### src/itae_pkg.sv
// Shared types and constants of the indexed array table engine.
`default_nettype none

package itae_pkg;

    localparam int CMD_W    = 3;
    localparam int POS_W    = 7;
    localparam int DATA_W   = 32;
    localparam int STATUS_W = 3;
    localparam int FOUND_W  = 6;
    localparam int COUNT_W  = 7;

    typedef enum logic [CMD_W-1:0] {
        CMD_APPEND = 3'd0,
        CMD_DROP   = 3'd1,
        CMD_INSERT = 3'd2,
        CMD_REMOVE = 3'd3,
        CMD_SORT   = 3'd4,
        CMD_SEARCH = 3'd5
    } cmd_t;

    typedef enum logic [STATUS_W-1:0] {
        ST_OK       = 3'd0,
        ST_FULL     = 3'd1,
        ST_EMPTY    = 3'd2,
        ST_RANGE    = 3'd3,
        ST_NOTFOUND = 3'd4
    } status_t;

    typedef enum logic [3:0] {
        S_IDLE,
        S_DECODE,
        S_INS_RD,
        S_INS_WR,
        S_INS_FIN,
        S_REM_RD,
        S_REM_WR,
        S_REM_FIN,
        S_SRT_LOAD,
        S_SRT_CAR,
        S_SRT_RD,
        S_SRT_WR,
        S_SRT_END,
        S_BS_RD,
        S_BS_CMP,
        S_DONE
    } state_t;

    typedef enum logic [1:0] {
        RD_IDX_DN,
        RD_IDX_UP,
        RD_ZERO,
        RD_MID
    } rd_sel_t;

    typedef enum logic [2:0] {
        WR_APPEND,
        WR_SHIFT,
        WR_INSERT,
        WR_MIN,
        WR_CARRY
    } wr_sel_t;

    typedef enum logic [2:0] {
        IDX_HOLD,
        IDX_USED,
        IDX_POS,
        IDX_ZERO,
        IDX_INC,
        IDX_DEC
    } idx_op_t;

    typedef struct packed {
        logic    load_item;
        logic    set_status;
        status_t status_code;
        logic    set_found;
        logic    used_inc;
        logic    used_dec;
        idx_op_t idx_op;
        logic    lim_load;
        logic    lim_dec;
        rd_sel_t rd_sel;
        logic    wr_en;
        wr_sel_t wr_sel;
        logic    carry_load;
        logic    carry_max;
        logic    bs_init;
        logic    bs_mid;
        logic    bs_step;
        logic    out_load;
    } dp_cmd_t;

    typedef struct packed {
        cmd_t cmd;
        logic full;
        logic empty;
        logic pos_gt_used;
        logic pos_ge_used;
        logic idx_gt_pos;
        logic idx_up_lt_used;
        logic idx_up_lt_lim;
        logic lim_gt_one;
        logic bs_eq;
        logic bs_gt;
        logic mid_zero;
        logic bs_cont;
        logic out_free;
    } dp_stat_t;

endpackage

`default_nettype wire

### src/itae_ram.sv
// Generic single write port RAM with one registered read port.
`default_nettype none

module itae_ram #(
    parameter int WIDTH = 32,
    parameter int DEPTH = 64
) (
    input  wire logic                     clk,
    input  wire logic                     we,
    input  wire logic [$clog2(DEPTH)-1:0] waddr,
    input  wire logic [WIDTH-1:0]         wdata,
    input  wire logic [$clog2(DEPTH)-1:0] raddr,
    output logic      [WIDTH-1:0]         rdata
);

    logic [WIDTH-1:0] mem [DEPTH];

    always_ff @(posedge clk)
    begin
        if (we)
        begin
            mem[waddr] <= wdata;
        end
        rdata <= mem[raddr];
    end

endmodule

`default_nettype wire

### src/itae_ctrl.sv
// Controller state machine that sequences every table command.
`default_nettype none

module itae_ctrl
    import itae_pkg::*;
(
    input  wire logic     clk,
    input  wire logic     rst_n,
    input  wire logic     in_valid,
    output logic          in_stall,
    input  wire dp_stat_t stat,
    output dp_cmd_t       dp_cmd
);

    state_t state_reg;
    state_t state_next;

    always_ff @(posedge clk or negedge rst_n)
    begin
        if (!rst_n)
        begin
            state_reg <= S_IDLE;
        end
        else
        begin
            state_reg <= state_next;
        end
    end

    always_comb
    begin
        state_next = state_reg;
        unique case (state_reg)
            S_IDLE:
            begin
                if (in_valid)
                begin
                    state_next = S_DECODE;
                end
            end
            S_DECODE:
            begin
                unique case (stat.cmd)
                    CMD_APPEND, CMD_DROP:
                    begin
                        state_next = S_DONE;
                    end
                    CMD_INSERT:
                    begin
                        if (stat.full || stat.pos_gt_used)
                        begin
                            state_next = S_DONE;
                        end
                        else
                        begin
                            state_next = S_INS_RD;
                        end
                    end
                    CMD_REMOVE:
                    begin
                        if (stat.empty || stat.pos_ge_used)
                        begin
                            state_next = S_DONE;
                        end
                        else
                        begin
                            state_next = S_REM_RD;
                        end
                    end
                    CMD_SORT, CMD_SEARCH:
                    begin
                        state_next = S_SRT_LOAD;
                    end
                    default:
                    begin
                        state_next = S_DONE;
                    end
                endcase
            end
            S_INS_RD:
            begin
                state_next = stat.idx_gt_pos ? S_INS_WR : S_INS_FIN;
            end
            S_INS_WR:
            begin
                state_next = S_INS_RD;
            end
            S_INS_FIN:
            begin
                state_next = S_DONE;
            end
            S_REM_RD:
            begin
                state_next = stat.idx_up_lt_used ? S_REM_WR : S_REM_FIN;
            end
            S_REM_WR:
            begin
                state_next = S_REM_RD;
            end
            S_REM_FIN:
            begin
                state_next = S_DONE;
            end
            S_SRT_LOAD:
            begin
                priority if (stat.lim_gt_one)
                begin
                    state_next = S_SRT_CAR;
                end
                else if (stat.cmd == CMD_SEARCH && !stat.empty)
                begin
                    state_next = S_BS_RD;
                end
                else
                begin
                    state_next = S_DONE;
                end
            end
            S_SRT_CAR:
            begin
                state_next = S_SRT_RD;
            end
            S_SRT_RD:
            begin
                state_next = stat.idx_up_lt_lim ? S_SRT_WR : S_SRT_END;
            end
            S_SRT_WR:
            begin
                state_next = S_SRT_RD;
            end
            S_SRT_END:
            begin
                state_next = S_SRT_LOAD;
            end
            S_BS_RD:
            begin
                state_next = S_BS_CMP;
            end
            S_BS_CMP:
            begin
                priority if (stat.bs_eq)
                begin
                    state_next = S_DONE;
                end
                else if (stat.bs_gt && stat.mid_zero)
                begin
                    state_next = S_DONE;
                end
                else if (stat.bs_cont)
                begin
                    state_next = S_BS_RD;
                end
                else
                begin
                    state_next = S_DONE;
                end
            end
            S_DONE:
            begin
                if (stat.out_free)
                begin
                    state_next = S_IDLE;
                end
            end
        endcase
    end

    always_comb
    begin
        dp_cmd   = '0;
        in_stall = 1'b1;
        unique case (state_reg)
            S_IDLE:
            begin
                in_stall         = 1'b0;
                dp_cmd.load_item = in_valid;
            end
            S_DECODE:
            begin
                unique case (stat.cmd)
                    CMD_APPEND:
                    begin
                        if (stat.full)
                        begin
                            dp_cmd.set_status  = 1'b1;
                            dp_cmd.status_code = ST_FULL;
                        end
                        else
                        begin
                            dp_cmd.wr_en    = 1'b1;
                            dp_cmd.wr_sel   = WR_APPEND;
                            dp_cmd.used_inc = 1'b1;
                        end
                    end
                    CMD_DROP:
                    begin
                        if (stat.empty)
                        begin
                            dp_cmd.set_status  = 1'b1;
                            dp_cmd.status_code = ST_EMPTY;
                        end
                        else
                        begin
                            dp_cmd.used_dec = 1'b1;
                        end
                    end
                    CMD_INSERT:
                    begin
                        priority if (stat.full)
                        begin
                            dp_cmd.set_status  = 1'b1;
                            dp_cmd.status_code = ST_FULL;
                        end
                        else if (stat.pos_gt_used)
                        begin
                            dp_cmd.set_status  = 1'b1;
                            dp_cmd.status_code = ST_RANGE;
                        end
                        else
                        begin
                            dp_cmd.idx_op = IDX_USED;
                        end
                    end
                    CMD_REMOVE:
                    begin
                        priority if (stat.empty)
                        begin
                            dp_cmd.set_status  = 1'b1;
                            dp_cmd.status_code = ST_EMPTY;
                        end
                        else if (stat.pos_ge_used)
                        begin
                            dp_cmd.set_status  = 1'b1;
                            dp_cmd.status_code = ST_RANGE;
                        end
                        else
                        begin
                            dp_cmd.idx_op = IDX_POS;
                        end
                    end
                    CMD_SORT, CMD_SEARCH:
                    begin
                        dp_cmd.lim_load = 1'b1;
                    end
                    default:
                    begin
                        dp_cmd.set_status = 1'b0;
                    end
                endcase
            end
            S_INS_RD:
            begin
                dp_cmd.rd_sel = RD_IDX_DN;
            end
            S_INS_WR:
            begin
                dp_cmd.wr_en  = 1'b1;
                dp_cmd.wr_sel = WR_SHIFT;
                dp_cmd.idx_op = IDX_DEC;
            end
            S_INS_FIN:
            begin
                dp_cmd.wr_en    = 1'b1;
                dp_cmd.wr_sel   = WR_INSERT;
                dp_cmd.used_inc = 1'b1;
            end
            S_REM_RD:
            begin
                dp_cmd.rd_sel = RD_IDX_UP;
            end
            S_REM_WR:
            begin
                dp_cmd.wr_en  = 1'b1;
                dp_cmd.wr_sel = WR_SHIFT;
                dp_cmd.idx_op = IDX_INC;
            end
            S_REM_FIN:
            begin
                dp_cmd.used_dec = 1'b1;
            end
            S_SRT_LOAD:
            begin
                dp_cmd.rd_sel = RD_ZERO;
                if (!stat.lim_gt_one && stat.cmd == CMD_SEARCH)
                begin
                    if (stat.empty)
                    begin
                        dp_cmd.set_status  = 1'b1;
                        dp_cmd.status_code = ST_NOTFOUND;
                    end
                    else
                    begin
                        dp_cmd.bs_init = 1'b1;
                    end
                end
            end
            S_SRT_CAR:
            begin
                dp_cmd.carry_load = 1'b1;
                dp_cmd.idx_op     = IDX_ZERO;
            end
            S_SRT_RD:
            begin
                dp_cmd.rd_sel = RD_IDX_UP;
            end
            S_SRT_WR:
            begin
                dp_cmd.wr_en     = 1'b1;
                dp_cmd.wr_sel    = WR_MIN;
                dp_cmd.carry_max = 1'b1;
                dp_cmd.idx_op    = IDX_INC;
            end
            S_SRT_END:
            begin
                dp_cmd.wr_en   = 1'b1;
                dp_cmd.wr_sel  = WR_CARRY;
                dp_cmd.lim_dec = 1'b1;
            end
            S_BS_RD:
            begin
                dp_cmd.rd_sel = RD_MID;
                dp_cmd.bs_mid = 1'b1;
            end
            S_BS_CMP:
            begin
                priority if (stat.bs_eq)
                begin
                    dp_cmd.set_found = 1'b1;
                end
                else if (stat.bs_gt && stat.mid_zero)
                begin
                    dp_cmd.set_status  = 1'b1;
                    dp_cmd.status_code = ST_NOTFOUND;
                end
                else
                begin
                    dp_cmd.bs_step = 1'b1;
                    if (!stat.bs_cont)
                    begin
                        dp_cmd.set_status  = 1'b1;
                        dp_cmd.status_code = ST_NOTFOUND;
                    end
                end
            end
            S_DONE:
            begin
                dp_cmd.out_load = stat.out_free;
            end
        endcase
    end

    a_accept_decode: assert property (@(posedge clk) disable iff (!rst_n)
        in_valid && !in_stall |=> state_reg == S_DECODE)
        else $error("accepted word not followed by decode");

    a_no_write_idle: assert property (@(posedge clk) disable iff (!rst_n)
        state_reg == S_IDLE |-> !dp_cmd.wr_en)
        else $error("table written while idle");

    a_load_then_idle: assert property (@(posedge clk) disable iff (!rst_n)
        dp_cmd.out_load |=> state_reg == S_IDLE && !in_stall)
        else $error("result loaded without return to idle");

endmodule

`default_nettype wire

### src/itae_dp.sv
// Datapath with the table memory, index registers, compare logic and result register.
`default_nettype none

module itae_dp
    import itae_pkg::*;
#(
    parameter int CAPACITY = 64
) (
    input  wire logic                       clk,
    input  wire logic                       rst_n,
    input  wire logic        [CMD_W-1:0]    cmd,
    input  wire logic        [POS_W-1:0]    position,
    input  wire logic signed [DATA_W-1:0]   value,
    output logic                            out_valid,
    input  wire logic                       out_stall,
    output logic             [STATUS_W-1:0] status,
    output logic             [FOUND_W-1:0]  found_at,
    output logic             [COUNT_W-1:0]  count,
    input  wire dp_cmd_t                    dp_cmd,
    output dp_stat_t                        stat
);

    localparam int IDX_W = $clog2(CAPACITY);
    localparam int CNT_W = $clog2(CAPACITY + 1);
    localparam int CMP_W = (CNT_W > POS_W) ? CNT_W : POS_W;

    cmd_t                     cmd_reg;
    logic        [POS_W-1:0]  pos_reg;
    logic signed [DATA_W-1:0] value_reg;
    status_t                  status_reg;
    logic        [CNT_W-1:0]  found_reg;
    logic        [CNT_W-1:0]  used_reg;
    logic        [CNT_W-1:0]  used_next;
    logic        [CNT_W-1:0]  idx_reg;
    logic        [CNT_W-1:0]  lim_reg;
    logic        [CNT_W-1:0]  lo_reg;
    logic        [CNT_W-1:0]  hi_reg;
    logic        [CNT_W-1:0]  mid_reg;
    logic signed [DATA_W-1:0] carry_reg;
    logic                     out_valid_reg;
    status_t                  out_status_reg;
    logic        [FOUND_W-1:0] out_found_reg;
    logic        [COUNT_W-1:0] out_count_reg;

    logic        [CMP_W-1:0]  pos_ext;
    logic        [CMP_W-1:0]  used_ext;
    logic        [CNT_W-1:0]  idx_up;
    logic        [CNT_W-1:0]  idx_dn;
    logic        [CNT_W:0]    mid_sum;
    logic        [CNT_W-1:0]  mid_calc;
    logic        [CNT_W-1:0]  lo_new;
    logic        [CNT_W-1:0]  hi_new;
    logic                     carry_gt;
    logic                     bs_gt;

    logic        [IDX_W-1:0]  raddr;
    logic        [IDX_W-1:0]  waddr;
    logic        [DATA_W-1:0] wdata;
    logic        [DATA_W-1:0] rdata_raw;
    logic signed [DATA_W-1:0] rdata;

    itae_ram #(
        .WIDTH (DATA_W),
        .DEPTH (CAPACITY)
    ) u_ram (
        .clk   (clk),
        .we    (dp_cmd.wr_en),
        .waddr (waddr),
        .wdata (wdata),
        .raddr (raddr),
        .rdata (rdata_raw)
    );

    assign rdata    = $signed(rdata_raw);
    assign pos_ext  = CMP_W'(pos_reg);
    assign used_ext = CMP_W'(used_reg);
    assign idx_up   = idx_reg + CNT_W'(1);
    assign idx_dn   = idx_reg - CNT_W'(1);
    assign mid_sum  = {1'b0, lo_reg} + {1'b0, hi_reg};
    assign mid_calc = mid_sum[CNT_W:1];
    assign carry_gt = carry_reg > rdata;
    assign bs_gt    = rdata > value_reg;

    always_comb
    begin
        if (bs_gt)
        begin
            lo_new = lo_reg;
            hi_new = mid_reg - CNT_W'(1);
        end
        else
        begin
            lo_new = mid_reg + CNT_W'(1);
            hi_new = hi_reg;
        end
    end

    always_comb
    begin
        unique case (dp_cmd.rd_sel)
            RD_IDX_DN: raddr = idx_dn[IDX_W-1:0];
            RD_IDX_UP: raddr = idx_up[IDX_W-1:0];
            RD_ZERO:   raddr = '0;
            RD_MID:    raddr = mid_calc[IDX_W-1:0];
        endcase
    end

    always_comb
    begin
        unique case (dp_cmd.wr_sel)
            WR_APPEND:
            begin
                waddr = used_reg[IDX_W-1:0];
                wdata = value_reg;
            end
            WR_SHIFT:
            begin
                waddr = idx_reg[IDX_W-1:0];
                wdata = rdata;
            end
            WR_INSERT:
            begin
                waddr = pos_ext[IDX_W-1:0];
                wdata = value_reg;
            end
            WR_MIN:
            begin
                waddr = idx_reg[IDX_W-1:0];
                wdata = carry_gt ? rdata : carry_reg;
            end
            default:
            begin
                waddr = idx_reg[IDX_W-1:0];
                wdata = carry_reg;
            end
        endcase
    end

    always_comb
    begin
        used_next = used_reg;
        priority if (dp_cmd.used_inc)
        begin
            used_next = used_reg + CNT_W'(1);
        end
        else if (dp_cmd.used_dec)
        begin
            used_next = used_reg - CNT_W'(1);
        end
    end

    always_ff @(posedge clk or negedge rst_n)
    begin
        if (!rst_n)
        begin
            used_reg      <= '0;
            out_valid_reg <= 1'b0;
        end
        else
        begin
            used_reg <= used_next;
            if (dp_cmd.out_load)
            begin
                out_valid_reg <= 1'b1;
            end
            else if (!out_stall)
            begin
                out_valid_reg <= 1'b0;
            end
        end
    end

    always_ff @(posedge clk)
    begin
        if (dp_cmd.load_item)
        begin
            cmd_reg    <= cmd_t'(cmd);
            pos_reg    <= position;
            value_reg  <= value;
            status_reg <= ST_OK;
            found_reg  <= '0;
        end
        if (dp_cmd.set_status)
        begin
            status_reg <= dp_cmd.status_code;
        end
        if (dp_cmd.set_found)
        begin
            found_reg <= mid_reg;
        end
        unique case (dp_cmd.idx_op)
            IDX_USED: idx_reg <= used_reg;
            IDX_POS:  idx_reg <= pos_ext[CNT_W-1:0];
            IDX_ZERO: idx_reg <= '0;
            IDX_INC:  idx_reg <= idx_up;
            IDX_DEC:  idx_reg <= idx_dn;
            default:  idx_reg <= idx_reg;
        endcase
        if (dp_cmd.lim_load)
        begin
            lim_reg <= used_reg;
        end
        else if (dp_cmd.lim_dec)
        begin
            lim_reg <= lim_reg - CNT_W'(1);
        end
        if (dp_cmd.carry_load)
        begin
            carry_reg <= rdata;
        end
        else if (dp_cmd.carry_max && !carry_gt)
        begin
            carry_reg <= rdata;
        end
        if (dp_cmd.bs_init)
        begin
            lo_reg <= '0;
            hi_reg <= used_reg - CNT_W'(1);
        end
        else if (dp_cmd.bs_step)
        begin
            lo_reg <= lo_new;
            hi_reg <= hi_new;
        end
        if (dp_cmd.bs_mid)
        begin
            mid_reg <= mid_calc;
        end
        if (dp_cmd.out_load)
        begin
            out_status_reg <= status_reg;
            out_found_reg  <= FOUND_W'(found_reg);
            out_count_reg  <= COUNT_W'(used_reg);
        end
    end

    assign out_valid = out_valid_reg;
    assign status    = out_status_reg;
    assign found_at  = out_found_reg;
    assign count     = out_count_reg;

    assign stat.cmd            = cmd_reg;
    assign stat.full           = used_reg == CNT_W'(CAPACITY);
    assign stat.empty          = used_reg == '0;
    assign stat.pos_gt_used    = pos_ext > used_ext;
    assign stat.pos_ge_used    = pos_ext >= used_ext;
    assign stat.idx_gt_pos     = CMP_W'(idx_reg) > pos_ext;
    assign stat.idx_up_lt_used = idx_up < used_reg;
    assign stat.idx_up_lt_lim  = idx_up < lim_reg;
    assign stat.lim_gt_one     = lim_reg > CNT_W'(1);
    assign stat.bs_eq          = rdata == value_reg;
    assign stat.bs_gt          = bs_gt;
    assign stat.mid_zero       = mid_reg == '0;
    assign stat.bs_cont        = lo_new <= hi_new;
    assign stat.out_free       = !out_valid_reg || !out_stall;

    a_used_bound: assert property (@(posedge clk) disable iff (!rst_n)
        used_reg <= CNT_W'(CAPACITY))
        else $error("entry count beyond capacity");

    a_used_step: assert property (@(posedge clk) disable iff (!rst_n)
        used_reg != $past(used_reg) |->
            (used_reg == $past(used_reg) + CNT_W'(1)) ||
            (used_reg == $past(used_reg) - CNT_W'(1)))
        else $error("entry count moved by more than one");

    a_found_ok: assert property (@(posedge clk) disable iff (!rst_n)
        out_valid_reg && out_found_reg != '0 |-> out_status_reg == ST_OK)
        else $error("position reported for an unsuccessful command");

endmodule

`default_nettype wire

### src/indexed_array_table_engine.sv
// Indexed array table engine: a table of signed words driven by list commands.
//
// One input word carries a command (append, drop last, insert, remove, sort
// or search), a position and a value. Each command returns exactly one result
// word with a status, the found position and the entry count afterwards.
// Both channels use valid and stall; a word moves when valid is high and
// stall is low. One command is processed at a time, and in_stall is high from
// acceptance until its result is loaded into the output register.
// Append, drop and the error cases of insert and remove go from decode straight
// to the result. Insert and remove shift the entries between the position and
// the end of the table, with one table read and one write per shifted entry.
// Sort repeats a pass that carries the largest entry to the end of the unsorted
// part; search sorts the table first and then runs a binary search.
// The table memory has a single read and a single write port.
// The result waits in its register while out_stall is high; a new command may
// be accepted meanwhile, and its result is held back until the slot frees.
// Reset empties the table at once; the memory contents need no clearing.
`default_nettype none

module indexed_array_table_engine
    import itae_pkg::*;
#(
    parameter int CAPACITY = 64
) (
    input  wire logic                       clk,
    input  wire logic                       rst_n,
    input  wire logic                       in_valid,
    output logic                            in_stall,
    input  wire logic        [CMD_W-1:0]    cmd,
    input  wire logic        [POS_W-1:0]    position,
    input  wire logic signed [DATA_W-1:0]   value,
    output logic                            out_valid,
    input  wire logic                       out_stall,
    output logic             [STATUS_W-1:0] status,
    output logic             [FOUND_W-1:0]  found_at,
    output logic             [COUNT_W-1:0]  count
);

    dp_cmd_t  dp_cmd;
    dp_stat_t stat;

    itae_ctrl u_ctrl (
        .clk      (clk),
        .rst_n    (rst_n),
        .in_valid (in_valid),
        .in_stall (in_stall),
        .stat     (stat),
        .dp_cmd   (dp_cmd)
    );

    itae_dp #(
        .CAPACITY (CAPACITY)
    ) u_dp (
        .clk       (clk),
        .rst_n     (rst_n),
        .cmd       (cmd),
        .position  (position),
        .value     (value),
        .out_valid (out_valid),
        .out_stall (out_stall),
        .status    (status),
        .found_at  (found_at),
        .count     (count),
        .dp_cmd    (dp_cmd),
        .stat      (stat)
    );

endmodule

`default_nettype wire
### config.mk
export PLATFORM = sky130hd
export DESIGN_NAME = indexed_array_table_engine
export DESIGN_NICKNAME = d
export VERILOG_FILES = /design/src/itae_pkg.sv /design/src/itae_ram.sv /design/src/itae_ctrl.sv /design/src/itae_dp.sv /design/src/indexed_array_table_engine.sv
export SDC_FILE = /design/constraint.sdc
export NUM_CORES = 2
export LEC_CHECK = 0
export ABC_CLOCK_PERIOD_IN_PS = 14400
export BUFFER_PORTS_ARGS = -buffer_cell sky130_fd_sc_hd__buf_2
export CAP_MARGIN = 25
export CORE_MARGIN = 1.5
export CORE_UTILIZATION = 61
export CTS_BUF_LIST = sky130_fd_sc_hd__clkbuf_8
export CTS_CLUSTER_DIAMETER = 120
export DETAILED_ROUTE_END_ITERATION = 7
export GPL_ROUTABILITY_DRIVEN = 0
export PLACE_DENSITY_LB_ADDON = 0.2
export SYNTH_ARGS = -nofsm -noshare
export SYNTH_HDL_FRONTEND = slang
export SYNTH_SLANG_ARGS = --single-unit
### constraint.sdc
create_clock -name clk -period 14.4 [get_ports clk]
set_clock_uncertainty 0.05 [all_clocks]
set_input_delay 4.32 -clock clk [delete_from_list [all_inputs] [get_ports clk]]
set_output_delay 4.32 -clock clk [all_outputs]
set_load 0.1 [all_outputs]
Yosys cells after proc, flatten, opt, wreduce, memory -nomap -nowiden
Memory sizes are Yosys's and may differ from the RTL's. A register that Yosys moved wholly into a read port is not among the register bits. Index checks and enable logic that the tools add are counted.

$lt $le $gt $ge: 9. Mux-type cells: 83. Bitwise logic cells: 0. Add/sub/neg operators: 8. Multipliers: 0. Reduce and logical (&&, ||, !) cells: 33. Eq/ne operators: 36. Divide/modulo/power cells: 0. Shift-type cells: 0.

Operators with widths (number): 2-to-1 mux 32 bit (3); case mux 32 bit (3 select lines) (1); 2-to-1 mux 4 bit (20); > comparator 32 bit (2); 2-to-1 mux 7 bit (8); case mux 4 bit (14 select lines) (1); case mux 7 bit (5 select lines) (1); equality test 32 bit (1); equality test 4 bit (second input constant) (8); subtractor 7 x 1 -> 7 bit (second input constant) (4); 2-to-1 mux 1 bit (26); case mux 3 bit (4 select lines) (2); case mux 4 bit (3 select lines) (2); case mux 6 bit (4 select lines) (1); adder 7 x 1 -> 7 bit (second input constant) (3); case mux 4 bit (5 select lines) (1); equality test 3 x 2 -> 1 bit (second input constant) (6); 2-to-1 mux 3 bit (6); equality test 4 x 3 -> 1 bit (second input constant) (4); > comparator 7 bit (2); zero test 7 bit (2); < comparator 7 bit (2); OR reduction 2 bit (7); equality test 3 bit (second input constant) (4); 28 further kinds (52).

Input bits: 46. Memories kept: 1. Latch bits: 0. Logic and storage cells: 187. Flip-flop bits (word level): 146. Output and inout bits: 18. Bits in read-only memories: 0. RAM bits: 2048.

Memories: u_dp.u_ram.mem (words 64, bits a word 32, rd ports 1, clocked after memory_dff 1, write ports 1, RTL line itae_ram.sv:16) `logic [WIDTH-1:0] mem [DEPTH];`.

Logic depth before layout (Yosys ltp)
Depth in word-level cells: 8. Mapped depth: 23. Depth with buffers taken out: 21.

By module
A second synthesis with hierarchy kept.

Cell total of the unflattened synthesis: 4376. Area total of the unflattened synthesis: 88901.5 µm².

By module, submodules not included: itae_ram (seq. area each 62139.6 µm², instances 1, cells an instance 3324, area each 78515.3 µm²); itae_dp (seq. area each 4154.0 µm², instances 1, cells an instance 930, area each 9579.2 µm²); itae_ctrl (seq. area each 100.1 µm², instances 1, cells an instance 122, area each 807.0 µm²).

Worst setup path after synthesis
OpenSTA, ideal clock, no wires.

Path type: input to register. Start: input out_stall. End: register u_dp.out_count_reg[0], in the netlist u_dp.count[0], enable pin. Path slack: 8.211 ns. Library setup time: 0.415 ns. Data arrival time: 5.724 ns. Data required time: 13.935 ns. Buffers on the path: 0. Stages: 2. Cell sequence: nand2_1 -> nor3b_1.

RTL lines: from (decl) (RTL line indexed_array_table_engine.sv:33) `input wire logic out_stall,`; to (signal assigned) (RTL line itae_dp.sv:233) `out_count_reg <= COUNT_W'(used_reg);`; to (decl) (RTL line itae_dp.sv:43) `logic [COUNT_W-1:0] out_count_reg;`.

Worst setup path after layout
Start: register u_ctrl.state_reg[0]. End: output in_stall.

Longest elaborated chain between the ends: 2.

RTL lines: from (decl) (RTL line itae_ctrl.sv:15) `state_t state_reg;`; from (signal assigned) (RTL line itae_ctrl.sv:26) `state_reg <= state_next;`; zero test 4 bit (RTL line itae_ctrl.sv:172) `unique case (state_reg)`; 2-to-1 mux 1 bit (RTL line itae_ctrl.sv:172); to (decl) (RTL line indexed_array_table_engine.sv:28) `output logic in_stall,`.

No other way between the ends.

==> results.json <==
{
  "dp_hpwl_mm": 140.0,
  "grt_usage_pct": 33.74,
  "regMostFlops": "u_dp.u_ram.mem",
  "synth.avg_cell_area_sq_um": 13.35,
  "worstHoldPathType": "reg -> reg",
  "worstPathRequired_ps": 10030,
  "worstSetupStartpointType": "register",
  "tns_ps": 0,
  "instances_no_fill": 9193,
  "cp-end-kind": "output port",
  "netlist_area_sq_um": 91200,
  "yosys.cell_count.top_type": "edfxtp_1",
  "max_slew.worst_pin.slew_ps": 1148,
  "setup_viol_count_final": 0,
  "grt_use_met1_pct": 46.71,
  "crit_cells": 3,
  "path_buf_inv": 1,
  "crit_family": "flip-flops",
  "cts_buffers": 361,
  "die_area_sq_um": 151800,
  "drive_above_1_share_pct": 11.29,
  "final.min_clock_period_ps": 7031,
  "drt_wl_total_mm": 258.8,
  "syn_inst": 6832,
  "synth_seq_area_share_pct": 72.80,
  "relSlewSlack_pct": 22.86,
  "cp_cell_sequence": "nor2_1 -> nand2_1 -> buf_2",
  "first_pass_iters": 6,
  "status": "finished, final reports clean",
  "ios": 64,
  "grt_antenna_before_repair": 15,
  "cts_resized": 0,
  "critPathKind": "reg -> out",
  "synth-seq-cells": 2226,
  "ff_latch_area_sq_um": 66390,
  "fin_crit_sh_pct": 48.83,
  "fmax_mhz": 142.2,
  "rsz0062_at_grt": "no",
  "met3_usage_pct": 8.903,
  "areaGrowthSynthToFinish_pct": 10.03,
  "synth_edf_count": 2175,
  "rows": 141,
  "grt_pass1_wl_mm": 374.0,
  "overflow": 0,
  "num_vias": 60391,
  "met2_usage_pct": 50.14,
  "drtIter0Drc": 8763,
  "detail_route.wl_per_cell_microns": 28.15,
  "core_sq_um": 148000,
  "synthArstFlopShare_pct": 0.5391,
  "ant_nets": 0,
  "cap_violations": 0,
  "synth_warnings": 0,
  "post_cts_buffers": 0,
  "max_stage_delay_ps": 840,
  "cp.arrival_ps": 2660,
  "drt-vias-per-instance": 6.569,
  "r2r_cells": 14,
  "yosys.area.top_type": "edfxtp_1",
  "yosys.cell_types.count": 86,
  "place_inst": 8562,
  "worstHoldPathCells": 0,
  "clk_transition_reported_paths_ps": 70,
  "hold_buffers": 0,
  "grt_max_degree": 196,
  "maxSlewViolCount": 0,
  "cts_root_buf": "clkbuf_8",
  "grt_pass1_vias": 57353,
  "initial_core_util_pct": 61.62,
  "hold_viol": 0,
  "slowest_stage": "dfrtp_1",
  "die_h_microns": 389.7,
  "busiest_layer": "met2",
  "h-tree-depth": 5,
  "clock_sinks": 2226,
  "nets": 7158,
  "final_util_pct": 67.79,
  "die-width_microns": 389.7,
  "synth_top_flop_cell": "edfxtp_1",
  "largest_reg_flops": 2048,
  "drc": 0,
  "port_buffers": 63,
  "yosys.area.top_type_share_pct": 71.61,
  "syn_nets": 6992,
  "cts.path.max_buffers": 4,
  "multi_input_area_sq_um": 23080,
  "synth_common_cells": "edfxtp_1 (2175), nand2_1 (1712), nand3_1 (656)",
  "cts_tree": "built",
  "path_max_fanout": 20,
  "clkLatencyLatePin_ps": 1040,
  "netlist_top_cells_area": "edfxtp_1 (72%), nand2_1 (7.0%), nand3_1 (3.6%)",
  "fillers": 10091
}
## routing by layer
metal / vias to the layer above / part of all wire (%)
li1: 25951 / -
met1: 29661 / 37
met2: 4176 / 45
met3: 595 / 13
met4: 8 / 4.7
met5: - / 0.019
## cell families (layout without fill, tap and decap cells)
kind of cell	Yosys count	after routing	synth area share, %
AOI/OAI and AO/OA	744	744	6.294
xor gates and xnor gates	37	37	0.3553
adders and majority gates	114	114	1.572
buffers and inverters	533	945	2.600
DFF	2226	2226	72.80
muxes	129	129	1.591
other	0	19	0
and+or+nand+nor	3049	3049	14.79
## final cells by class
type	instances	share of cell area, %
Multi-Input combinational cell	4073	23.00
Tap cell	1930	2.407
Timing Repair Buffer	239	1.772
Sequential cell	2226	66.17
Clock inverter	232	1.071
Antenna cell	19	0.04738
Inverter	97	0.3628
Clock buffer	377	5.171
## through the flow
stage / setup slack, ps / cell area (sq um) / hold slack (ps)
floorplan: 8211 / 91200 / 350.3
global placement: 8334 / 93900 / 352.5
detailed placement: 8349 / 94010 / 356.5
CTS: 7305 / 100300 / 371.4
global route: 7255 / 100300 / 382.8
finish: 7369 / 100300 / 369.7
## worst paths after layout
check,startpoint,to,slack (ps)
max,u_ctrl.state_reg[0],in_stall,7370
max in group asynchronous,rst_n,u_dp.used_ext[3],10950
min in group asynchronous,rst_n,u_dp.used_ext[6],3100
min reg2reg,u_dp.status_reg[2],u_dp.status[2],370
min,u_dp.status_reg[2],u_dp.status[2],370
max reg2reg,u_dp.hi_reg[0],u_dp.u_ram.rdata[20],8180
## cells in the final DEF, fill, tap and decap left out, types with 11 or more instances in the layout
master / instances
a21o_1: 28
a21oi_1: 80
a221o_2: 32
a311o_1: 17
a311oi_1: 231
a311oi_2: 12
a31oi_1: 131
a32oi_1: 71
and2_1: 20
and3_1: 229
buf_2: 66
buf_4: 161
clkbuf_8: 377
clkinv_1: 65
clkinv_2: 21
dfrtp_1: 12
dfxtp_1: 39
diode_2: 19
edfxtp_1: 2175
ha_1: 113
inv_1: 229
mux2i_1: 109
mux4_2: 12
nand2_1: 1712
nand2b_1: 18
nand3_1: 655
nand4_1: 68
nor2_1: 126
nor2_4: 67
nor2b_1: 19
nor3_1: 68
nor4_1: 11
o211ai_1: 13
o21a_1: 13
o21ai_0: 55
xnor2_1: 26
xor2_1: 11
Power is not shown: default switching activity piles up to over one toggle a cycle in this logic, so the estimate is an artifact.
